**config.mk**
```make
export PLATFORM = sky130hd
export DESIGN_NAME = laser_command_line_parser
export DESIGN_NICKNAME = d
export VERILOG_FILES = /design/src/sv/lclp_pkg.sv /design/src/sv/laser_command_line_parser.sv /design/src/sv/lclp_line_proc.sv
export SDC_FILE = /design/constraint.sdc
export NUM_CORES = 1
export LEC_CHECK = 0
export BUFFER_PORTS_ARGS = -buffer_cell sky130_fd_sc_hd__buf_2
export CAP_MARGIN = 20
export CELL_PAD_IN_SITES_DETAIL_PLACEMENT = 1
export CELL_PAD_IN_SITES_GLOBAL_PLACEMENT = 1
export CORE_UTILIZATION = 52
export CTS_CLUSTER_DIAMETER = 200
export DETAILED_ROUTE_END_ITERATION = 7
export GPL_TIMING_DRIVEN = 0
export PLACE_DENSITY_LB_ADDON = 0.3
export SLEW_MARGIN = 20
export SYNTH_ARGS = -nofsm -noshare
export SYNTH_HDL_FRONTEND = slang
export SYNTH_SLANG_ARGS = --single-unit
```
**constraint.sdc**
```tcl
create_clock -name clk -period 8.8 [get_ports clk]
set_input_delay 1.76 -clock clk [delete_from_list [all_inputs] [get_ports clk]]
set_output_delay 1.76 -clock clk [all_outputs]
set_load 0.02 [all_outputs]
```
**src/sv/lclp_pkg.sv**
```systemverilog
// lclp_pkg: shared codes, types and keyword helpers for the laser command line parser
// used by lclp_line_proc and laser_command_line_parser; no dependencies
`default_nettype none

package lclp_pkg;

    // default coordinate precision
    localparam int COORD_BITS_DEF = 16;
    localparam int OUT_COORD_W    = 16;

    // input item kinds
    localparam logic [1:0] KIND_CHAR = 2'd0;
    localparam logic [1:0] KIND_EOL  = 2'd1;
    localparam logic [1:0] KIND_EOF  = 2'd2;

    // result commands
    localparam logic [1:0] CMD_EOF   = 2'd0;
    localparam logic [1:0] CMD_ERROR = 2'd1;
    localparam logic [1:0] CMD_LASER = 2'd2;
    localparam logic [1:0] CMD_MOVE  = 2'd3;

    // error codes
    localparam logic [2:0] ERR_NONE      = 3'd0;
    localparam logic [2:0] ERR_UNKNOWN   = 3'd1;
    localparam logic [2:0] ERR_NO_ONOFF  = 3'd2;
    localparam logic [2:0] ERR_NO_COORD  = 3'd3;
    localparam logic [2:0] ERR_NO_SECOND = 3'd4;
    localparam logic [2:0] ERR_DIGIT_BOL = 3'd5;

    // digit run tracking
    localparam logic [2:0] PH_NONE    = 3'd0;
    localparam logic [2:0] PH_X       = 3'd1;
    localparam logic [2:0] PH_AFTER_X = 3'd2;
    localparam logic [2:0] PH_Y       = 3'd3;
    localparam logic [2:0] PH_AFTER_Y = 3'd4;

    // keyword found bit positions
    localparam int KW_LASER_BIT = 0;
    localparam int KW_MOVE_BIT  = 1;
    localparam int KW_ON_BIT    = 2;
    localparam int KW_OFF_BIT   = 3;

    // keywords, right aligned, first letter in the highest used byte
    localparam logic [39:0] KW_LASER = "LASER";
    localparam logic [39:0] KW_MOVE  = 40'("MOVE");
    localparam logic [39:0] KW_ON    = 40'("ON");
    localparam logic [39:0] KW_OFF   = 40'("OFF");
    localparam logic [2:0]  LEN_LASER = 3'd5;
    localparam logic [2:0]  LEN_MOVE  = 3'd4;
    localparam logic [2:0]  LEN_ON    = 3'd2;
    localparam logic [2:0]  LEN_OFF   = 3'd3;

    localparam logic [7:0] CHAR_HASH = "#";
    localparam logic [7:0] CHAR_ZERO = "0";

    typedef struct packed {
        logic       found;
        logic [2:0] pos;
    } lclp_match_t;

    typedef struct packed {
        logic                   has;
        logic [1:0]             command;
        logic                   laser_on;
        logic [OUT_COORD_W-1:0] coord_x;
        logic [OUT_COORD_W-1:0] coord_y;
        logic [2:0]             error_code;
    } lclp_result_t;

    typedef struct packed {
        logic line_nonempty;
        logic first_is_hash;
    } lclp_stat_t;

    // letter i of a keyword of length len
    function automatic logic [7:0] kw_char(input logic [39:0] kw, input logic [2:0] len,
                                           input logic [2:0] i);
        logic [2:0] shift;
        shift = len - 3'd1 - i;
        return kw[{shift, 3'b000} +: 8];
    endfunction

    // one step of a keyword matcher; no keyword has a border past its first letter
    function automatic lclp_match_t match_step(input logic [2:0] pos, input logic [7:0] c,
                                               input logic [39:0] kw, input logic [2:0] len);
        lclp_match_t r;
        logic [2:0]  p;
        p = (pos >= len) ? 3'd0 : pos;
        r.found = 1'b0;
        if (c == kw_char(kw, len, p))
        begin
            if (p + 3'd1 == len)
            begin
                r.found = 1'b1;
                r.pos   = 3'd0;
            end
            else
            begin
                r.pos = p + 3'd1;
            end
        end
        else
        begin
            r.pos = (c == kw_char(kw, len, 3'd0)) ? 3'd1 : 3'd0;
        end
        return r;
    endfunction

endpackage

`default_nettype wire

```
**src/sv/laser_command_line_parser.sv**
```systemverilog
// laser_command_line_parser: top level, input register, line processor and result register
// depends on lclp_pkg and lclp_line_proc
//
// Parses a text command stream one item per clock. Each input item is a character, an end
// of line or an end of file (s_tuser). Matching ignores case; a line holding LASER gives a
// laser command (ON wins over OFF), otherwise a line holding MOVE gives a move with the
// first two decimal digit runs as X and Y, saturated at 2^COORD_BITS - 1 and cut to 16
// bits, and anything else gives an error code. Empty lines and lines opening with '#' give
// nothing; end of file gives an end result and drops an unterminated line. An accepted item
// is loaded into the input register, and its result then into the result register. The
// block sustains one item per clock: the line state update and the classification are a
// single pass of logic, with one multiply-by-ten add for the digit capture. s_tready only
// drops while a result-producing item sits in the input register and the result register
// is still held by the downstream side.
`default_nettype none

module laser_command_line_parser
    import lclp_pkg::*;
#(
    parameter int COORD_BITS = COORD_BITS_DEF
)
(
    input  wire logic        clk,
    input  wire logic        rst_n,
    // input item stream
    input  wire logic        s_tvalid,
    output logic             s_tready,
    input  wire logic [7:0]  s_tdata,   // [7:0] character
    input  wire logic [1:0]  s_tuser,   // [1:0] kind
    // result item stream
    output logic             m_tvalid,
    input  wire logic        m_tready,
    output logic [39:0]      m_tdata,   // [0] laser_on, [16:1] coord_x, [32:17] coord_y,
                                        // [35:33] error_code, [39:36] zero
    output logic [1:0]       m_tuser    // [1:0] command
);

    // input register
    logic       in_valid_reg, in_valid_next;
    logic [1:0] in_kind_reg;
    logic [7:0] in_char_reg;

    // result register
    logic                   out_valid_reg, out_valid_next;
    logic [1:0]             out_cmd_reg;
    logic                   out_laser_reg;
    logic [OUT_COORD_W-1:0] out_x_reg;
    logic [OUT_COORD_W-1:0] out_y_reg;
    logic [2:0]             out_err_reg;

    lclp_result_t result;
    lclp_stat_t   stat;
    logic         advance;
    logic         in_take;

    // an item leaves the input register unless its result would overwrite a held one
    assign advance  = in_valid_reg && (!result.has || !out_valid_reg || m_tready);
    assign s_tready = !in_valid_reg || advance;
    assign in_take  = s_tvalid && s_tready;

    lclp_line_proc #(
        .COORD_BITS (COORD_BITS)
    ) u_line_proc (
        .clk       (clk),
        .rst_n     (rst_n),
        .step      (advance),
        .kind      (in_kind_reg),
        .character (in_char_reg),
        .result    (result),
        .stat      (stat)
    );

    always_comb
    begin
        in_valid_next = in_valid_reg;
        if (in_take)
            in_valid_next = 1'b1;
        else if (advance)
            in_valid_next = 1'b0;

        out_valid_next = out_valid_reg;
        if (advance && result.has)
            out_valid_next = 1'b1;
        else if (m_tready)
            out_valid_next = 1'b0;
    end

    always_ff @(posedge clk or negedge rst_n)
    begin
        if (!rst_n)
        begin
            in_valid_reg  <= 1'b0;
            out_valid_reg <= 1'b0;
        end
        else
        begin
            in_valid_reg  <= in_valid_next;
            out_valid_reg <= out_valid_next;
        end
    end

    // payload registers, no reset needed
    always_ff @(posedge clk)
    begin
        if (in_take)
        begin
            in_kind_reg <= s_tuser;
            in_char_reg <= s_tdata;
        end
        if (advance && result.has)
        begin
            out_cmd_reg   <= result.command;
            out_laser_reg <= result.laser_on;
            out_x_reg     <= result.coord_x;
            out_y_reg     <= result.coord_y;
            out_err_reg   <= result.error_code;
        end
    end

    assign m_tvalid = out_valid_reg;
    assign m_tuser  = out_cmd_reg;
    assign m_tdata  = {4'b0000, out_err_reg, out_y_reg, out_x_reg, out_laser_reg};

    // a move result carries no error code and no laser flag
    assert property (@(posedge clk) disable iff (!rst_n)
        out_valid_reg && out_cmd_reg == CMD_MOVE |-> out_err_reg == ERR_NONE && !out_laser_reg)
        else $error("move result with stray error or laser bits");

    // an error result always names a reason
    assert property (@(posedge clk) disable iff (!rst_n)
        out_valid_reg && out_cmd_reg == CMD_ERROR |-> out_err_reg != ERR_NONE)
        else $error("error result without a code");

    // back pressure only when a result is blocked downstream
    assert property (@(posedge clk) disable iff (!rst_n)
        !s_tready |-> in_valid_reg && out_valid_reg && !m_tready && result.has)
        else $error("input stalled without a blocked result");

    // end of file leaves an empty line behind
    assert property (@(posedge clk) disable iff (!rst_n)
        advance && in_kind_reg == KIND_EOF |=> !stat.line_nonempty && !stat.first_is_hash)
        else $error("line state not cleared by end of file");

endmodule

`default_nettype wire

```
**src/sv/lclp_line_proc.sv**
```systemverilog
// lclp_line_proc: per-line state (keyword matchers, digit capture) and line classification
// depends on lclp_pkg
`default_nettype none

module lclp_line_proc
    import lclp_pkg::*;
#(
    parameter int COORD_BITS = COORD_BITS_DEF
)
(
    input  wire logic         clk,
    input  wire logic         rst_n,
    input  wire logic         step,
    input  wire logic [1:0]   kind,
    input  wire logic [7:0]   character,
    output lclp_result_t      result,
    output lclp_stat_t        stat
);

    localparam int ACC_W = COORD_BITS + 4;
    localparam int EXT_W = (COORD_BITS > OUT_COORD_W) ? COORD_BITS : OUT_COORD_W;
    localparam logic [ACC_W-1:0] MAXV = {4'b0000, {COORD_BITS{1'b1}}};

    logic                  nonempty_reg, nonempty_next;
    logic                  hash_reg, hash_next;
    logic [2:0]            laser_pos_reg, laser_pos_next;
    logic [2:0]            move_pos_reg, move_pos_next;
    logic [1:0]            on_pos_reg, on_pos_next;
    logic [1:0]            off_pos_reg, off_pos_next;
    logic [3:0]            found_reg, found_next;
    logic [2:0]            phase_reg, phase_next;
    logic                  dstart_reg, dstart_next;
    logic [COORD_BITS-1:0] x_reg, x_next;
    logic [COORD_BITS-1:0] y_reg, y_next;

    logic [7:0]     c_up;
    logic           digit;
    logic [3:0]     dval;
    lclp_match_t    m_laser, m_move, m_on, m_off;
    logic [EXT_W-1:0] x_ext, y_ext;

    // value * 10 + digit, saturated
    function automatic logic [COORD_BITS-1:0] acc(input logic [COORD_BITS-1:0] v,
                                                  input logic [3:0] d);
        logic [ACC_W-1:0] n;
        n = ({4'b0000, v} << 3) + ({4'b0000, v} << 1) + {{COORD_BITS{1'b0}}, d};
        return (n > MAXV) ? {COORD_BITS{1'b1}} : n[COORD_BITS-1:0];
    endfunction

    always_comb
    begin
        c_up  = (character inside {[8'h61:8'h7A]}) ? character - 8'd32 : character;
        digit = c_up inside {[8'h30:8'h39]};
        dval  = 4'(c_up - CHAR_ZERO);
        m_laser = match_step(laser_pos_reg, c_up, KW_LASER, LEN_LASER);
        m_move  = match_step(move_pos_reg, c_up, KW_MOVE, LEN_MOVE);
        m_on    = match_step({1'b0, on_pos_reg}, c_up, KW_ON, LEN_ON);
        m_off   = match_step({1'b0, off_pos_reg}, c_up, KW_OFF, LEN_OFF);
        x_ext   = EXT_W'(x_reg);
        y_ext   = EXT_W'(y_reg);
    end

    always_comb
    begin
        nonempty_next  = nonempty_reg;
        hash_next      = hash_reg;
        laser_pos_next = laser_pos_reg;
        move_pos_next  = move_pos_reg;
        on_pos_next    = on_pos_reg;
        off_pos_next   = off_pos_reg;
        found_next     = found_reg;
        phase_next     = phase_reg;
        dstart_next    = dstart_reg;
        x_next         = x_reg;
        y_next         = y_reg;
        result         = '0;

        case (kind)
            KIND_CHAR:
            begin
                if (!nonempty_reg)
                begin
                    nonempty_next = 1'b1;
                    hash_next     = (c_up == CHAR_HASH);
                    dstart_next   = digit;
                end
                laser_pos_next = m_laser.pos;
                move_pos_next  = m_move.pos;
                on_pos_next    = m_on.pos[1:0];
                off_pos_next   = m_off.pos[1:0];
                found_next = found_reg | {m_off.found, m_on.found, m_move.found, m_laser.found};

                case (phase_reg)
                    PH_NONE:
                    begin
                        if (digit)
                        begin
                            x_next     = acc('0, dval);
                            phase_next = PH_X;
                        end
                    end
                    PH_X:
                    begin
                        if (digit)
                            x_next = acc(x_reg, dval);
                        else
                            phase_next = PH_AFTER_X;
                    end
                    PH_AFTER_X:
                    begin
                        if (digit)
                        begin
                            y_next     = acc('0, dval);
                            phase_next = PH_Y;
                        end
                    end
                    PH_Y:
                    begin
                        if (digit)
                            y_next = acc(y_reg, dval);
                        else
                            phase_next = PH_AFTER_Y;
                    end
                    default:
                    begin
                    end
                endcase
            end

            KIND_EOL, KIND_EOF:
            begin
                if (kind == KIND_EOF)
                begin
                    result.has     = 1'b1;
                    result.command = CMD_EOF;
                end
                else if (nonempty_reg && !hash_reg)
                begin
                    result.has = 1'b1;
                    if (found_reg[KW_LASER_BIT])
                    begin
                        if (found_reg[KW_ON_BIT] || found_reg[KW_OFF_BIT])
                        begin
                            result.command  = CMD_LASER;
                            result.laser_on = found_reg[KW_ON_BIT];
                        end
                        else
                        begin
                            result.command    = CMD_ERROR;
                            result.error_code = ERR_NO_ONOFF;
                        end
                    end
                    else if (found_reg[KW_MOVE_BIT])
                    begin
                        if (phase_reg == PH_NONE)
                        begin
                            result.command    = CMD_ERROR;
                            result.error_code = ERR_NO_COORD;
                        end
                        else if (phase_reg == PH_X || phase_reg == PH_AFTER_X)
                        begin
                            result.command    = CMD_ERROR;
                            result.error_code = ERR_NO_SECOND;
                        end
                        else if (dstart_reg)
                        begin
                            result.command    = CMD_ERROR;
                            result.error_code = ERR_DIGIT_BOL;
                        end
                        else
                        begin
                            result.command = CMD_MOVE;
                            result.coord_x = x_ext[OUT_COORD_W-1:0];
                            result.coord_y = y_ext[OUT_COORD_W-1:0];
                        end
                    end
                    else
                    begin
                        result.command    = CMD_ERROR;
                        result.error_code = ERR_UNKNOWN;
                    end
                end
                // line ends clear everything
                nonempty_next  = 1'b0;
                hash_next      = 1'b0;
                laser_pos_next = '0;
                move_pos_next  = '0;
                on_pos_next    = '0;
                off_pos_next   = '0;
                found_next     = '0;
                phase_next     = PH_NONE;
                dstart_next    = 1'b0;
                x_next         = '0;
                y_next         = '0;
            end

            default:
            begin
            end
        endcase
    end

    always_ff @(posedge clk or negedge rst_n)
    begin
        if (!rst_n)
        begin
            nonempty_reg  <= 1'b0;
            hash_reg      <= 1'b0;
            laser_pos_reg <= '0;
            move_pos_reg  <= '0;
            on_pos_reg    <= '0;
            off_pos_reg   <= '0;
            found_reg     <= '0;
            phase_reg     <= PH_NONE;
            dstart_reg    <= 1'b0;
            x_reg         <= '0;
            y_reg         <= '0;
        end
        else if (step)
        begin
            nonempty_reg  <= nonempty_next;
            hash_reg      <= hash_next;
            laser_pos_reg <= laser_pos_next;
            move_pos_reg  <= move_pos_next;
            on_pos_reg    <= on_pos_next;
            off_pos_reg   <= off_pos_next;
            found_reg     <= found_next;
            phase_reg     <= phase_next;
            dstart_reg    <= dstart_next;
            x_reg         <= x_next;
            y_reg         <= y_next;
        end
    end

    assign stat.line_nonempty = nonempty_reg;
    assign stat.first_is_hash = hash_reg;

endmodule

`default_nettype wire
```
==> impl_metrics.tcl <==
set metrics [dict create \
    htreeDepth 3 \
    die_w_microns 118 \
    overflow 0 \
    reg2reg_depth 10 \
    synthToLayoutAreaGrowth_pct 11.9 \
    n_antenna_cell 0 \
    rsz0062_at_grt "false" \
    nFillCells 1496 \
    ctsHoldBuffers 0 \
    synth_largest_area_cell "edfxtp_1" \
    synth-seq-cells 102 \
    dr.pass1.iters 6 \
    p_switching_uw 406 \
    die_y_microns 118 \
    drv_slew 0 \
    max_slew.worst_pin.slew_ns 0.749 \
    rrSetupSlack_ns 4.94 \
    avgSynthCellArea_sq_um 10.2 \
    yosysSeqAreaShare 0.396 \
    nets 855 \
    yosysWarningCount 0 \
    cts.path.max_buffers 2 \
    finalCriticalPeriod_ns 4.25 \
    routedWlPerCell_microns 21.3 \
    post_cts_buffers 0 \
    placed_area_sq_mm 0.00758 \
    drc 1 \
    drive_gt1_frac 0.138 \
    ir_drop_mv 0.110 \
    synth_cell_types 75 \
    cts.sinks 102 \
    regArea_sq_mm 0.00279 \
    period_share 0.483 \
    crit_path_end_kind "primary output" \
    grt_max_degree 55 \
    power_frac_seq 0.444 \
    place_congestion 0.896 \
    start_util 0.532 \
    tns_ns 0 \
    power_frac_clock 0.320 \
    clk_pin_slew_ns 0.07 \
    pwr-share-comb 0.235 \
    failed_checks "DRC" \
    synth_edf_count 48 \
    synth_top_cells_by_count "79 x ha_1, 54 x dfrtp_1, 48 x edfxtp_1" \
    cp_data_arrival_time_ns 2.49 \
    netlist.area_leader.share 0.205 \
    setup.worst_path.start_class "input pin" \
    dr_total_vias 5832 \
    post_cts_resized 0 \
    portBuffers 53 \
    drt-total-wl_microns 20000 \
    p_leak_nw 3.60 \
    synth_top_cells_by_area "edfxtp_1 20%, dfrtp_1 19%, ha_1 14%" \
    clock_skew_ns 0.00613 \
    netSwitchingFraction 0.316 \
    grtUsageTotal 0.298 \
    io_pins 58 \
    rr_startpoint "in_char_reg[3]$_DFFE_PP_" \
    routed_via_density 6.21 \
    yosysMostFrequentCell "ha_1" \
    clock_latency_ns 0.36 \
    cp.required_ns 7.04 \
    crit_fanout 4 \
    netlist_area_sq_mm 0.00704 \
    design_area_sq_mm 0.00788 \
    critPathLaunch "m_tready" \
    grt_pass1_wl_microns 32500 \
    drt_iter0_markers 288 \
    async_flop_share 0.529 \
    clock.fmax_mhz 235 \
    endpoint "s_tready" \
    syn_inst 689 \
    hold_viol 0 \
    setup_viol 0 \
    timing.rr.end "u_line_proc.x_ext[13]$_DFFE_PN0P_" \
    multi_input_area_sq_mm 0.00401 \
    cts_tree "yes" \
    powerDensity_mw_per_mm2 163 \
    synth_top_flop_cell "dfrtp_1" \
    numCtsBuffers 9 \
    grt_pass1_vias 6313 \
    criticalPathCategory "input pin to primary output" \
    dp_hpwl_microns 15300 \
    maxCapViolations 0 \
    antenna_found_initial 0 \
    relSlewSlack 0.496 \
    fp.coreArea_sq_mm 0.0132 \
    rows 42 \
    ant_nets 0 \
    cts-root-buf "clkbuf_16" \
    die_area_sq_mm 0.0140 \
    intPower_uw 877 \
    hold_path.class "register to register" \
    outcome "finished with violations" \
]
==> stage by stage <==
| step | setup slack (ns) | power [mW] | hold slack [ns] | std cells | utilization |
|---|---|---|---|---|---|
| 2_1_floorplan | 4.70 | 0.782 | 0.439 | 693 | - |
| 6_report | 4.55 | 1.28 | 0.483 | 939 | 0.595 |
| 5_1_grt | 4.48 | 1.34 | 0.508 | 939 | 0.595 |
| 3_5_place_dp | 4.56 | 0.876 | 0.468 | 923 | 0.573 |
| 3_3_place_gp | 3.78 | 0.853 | 0.454 | 922 | 0.570 |
| 4_1_cts | 4.55 | 1.29 | 0.485 | 939 | 0.595 |
==> worst min path at each step <==
stage | endpoint | depth (start not counted) | slack [ns] | start
final | u_line_proc.on_pos_reg[0]$_DFFE_PN0P_ | 2 | 0.48 | u_line_proc.on_pos_reg[0]$_DFFE_PN0P_
after floorplan | u_line_proc.on_pos_reg[0]$_DFFE_PN0P_ | 2 | 0.44 | u_line_proc.on_pos_reg[0]$_DFFE_PN0P_
after global routing | u_line_proc.move_pos_reg[1]$_DFFE_PN0P_ | 1 | 0.51 | u_line_proc.move_pos_reg[1]$_DFFE_PN0P_
after CTS | u_line_proc.on_pos_reg[0]$_DFFE_PN0P_ | 2 | 0.49 | u_line_proc.on_pos_reg[0]$_DFFE_PN0P_
after global placement | u_line_proc.on_pos_reg[0]$_DFFE_PN0P_ | 2 | 0.45 | u_line_proc.on_pos_reg[0]$_DFFE_PN0P_
after detailed placement | u_line_proc.on_pos_reg[0]$_DFFE_PN0P_ | 2 | 0.47 | u_line_proc.on_pos_reg[0]$_DFFE_PN0P_
==> metal layers <==
layer,part of all wire,GRT usage,vias up
li1,-,-,2706
met1,0.42,0.353,2941
met2,0.52,0.535,137
met3,0.038,0.0449,48
met4,0.031,0.127,0
met5,0,0,-
==> cell usage in the layout, fill, tap and decap left out, types with 7 or more instances in the layout <==
| master | n |
|---|---|
| a211oi_1 | 14 |
| nor2b_1 | 12 |
| clkbuf_1 | 18 |
| ha_1 | 79 |
| nor3_1 | 11 |
| nor2_1 | 31 |
| a21o_1 | 17 |
| o21ai_0 | 43 |
| a31oi_1 | 8 |
| nand3_1 | 11 |
| a21oi_1 | 42 |
| nand2_1 | 37 |
| edfxtp_1 | 48 |
| inv_1 | 24 |
| dfrtp_1 | 54 |
| a22oi_1 | 15 |
| xor2_1 | 10 |
| and3_1 | 7 |
| xnor2_1 | 21 |
| nand2b_1 | 12 |
| a221o_1 | 13 |
| and2_1 | 39 |
| nand4_1 | 7 |
| buf_2 | 57 |
| buf_4 | 8 |
| clkbuf_16 | 9 |
==> cells by family (layout without fill, tap and decap cells) <==
group           count (synthesis)  after routing  synth area share
compound gates                211            211             0.208
xor+xnor                       31             31            0.0385
fa+ha+maj                      83             83             0.152
buf+inv                        56            126            0.0377
flops                         102            102             0.396
mux                             7              7            0.0105
other cells                     2              6           0.00107
simple gates                  197            197             0.156
==> critical path: stages <==
cell and delay (ns):
buf_2 0.09, nand2b_1 0.18, nor2_1 0.18, nand2_1 0.11
buf_2 0.17
==> power by group through the flow <==
stage	Clock (mW)	Combinational, mW	Sequential (mW)
after floorplan	0	0.204	0.578
after global placement	0	0.276	0.577
after detailed placement	0	0.297	0.579
after CTS	0.415	0.302	0.570
after global routing	0.431	0.335	0.574
final	0.411	0.302	0.570
==> layout make-up <==
| cell class | count | share of cell area |
|---|---|---|
| plain buffers | 32 | 0.0222 |
| clock buffers | 11 | 0.0308 |
| flip-flops and latches | 102 | 0.354 |
| repair buffers | 54 | 0.0375 |
| well taps | 176 | 0.0279 |
| clock inverters | 5 | 0.00730 |
| inverters | 24 | 0.0114 |
| multi-input cells | 535 | 0.509 |
Note: power is estimated with default switching activity, not from simulation.
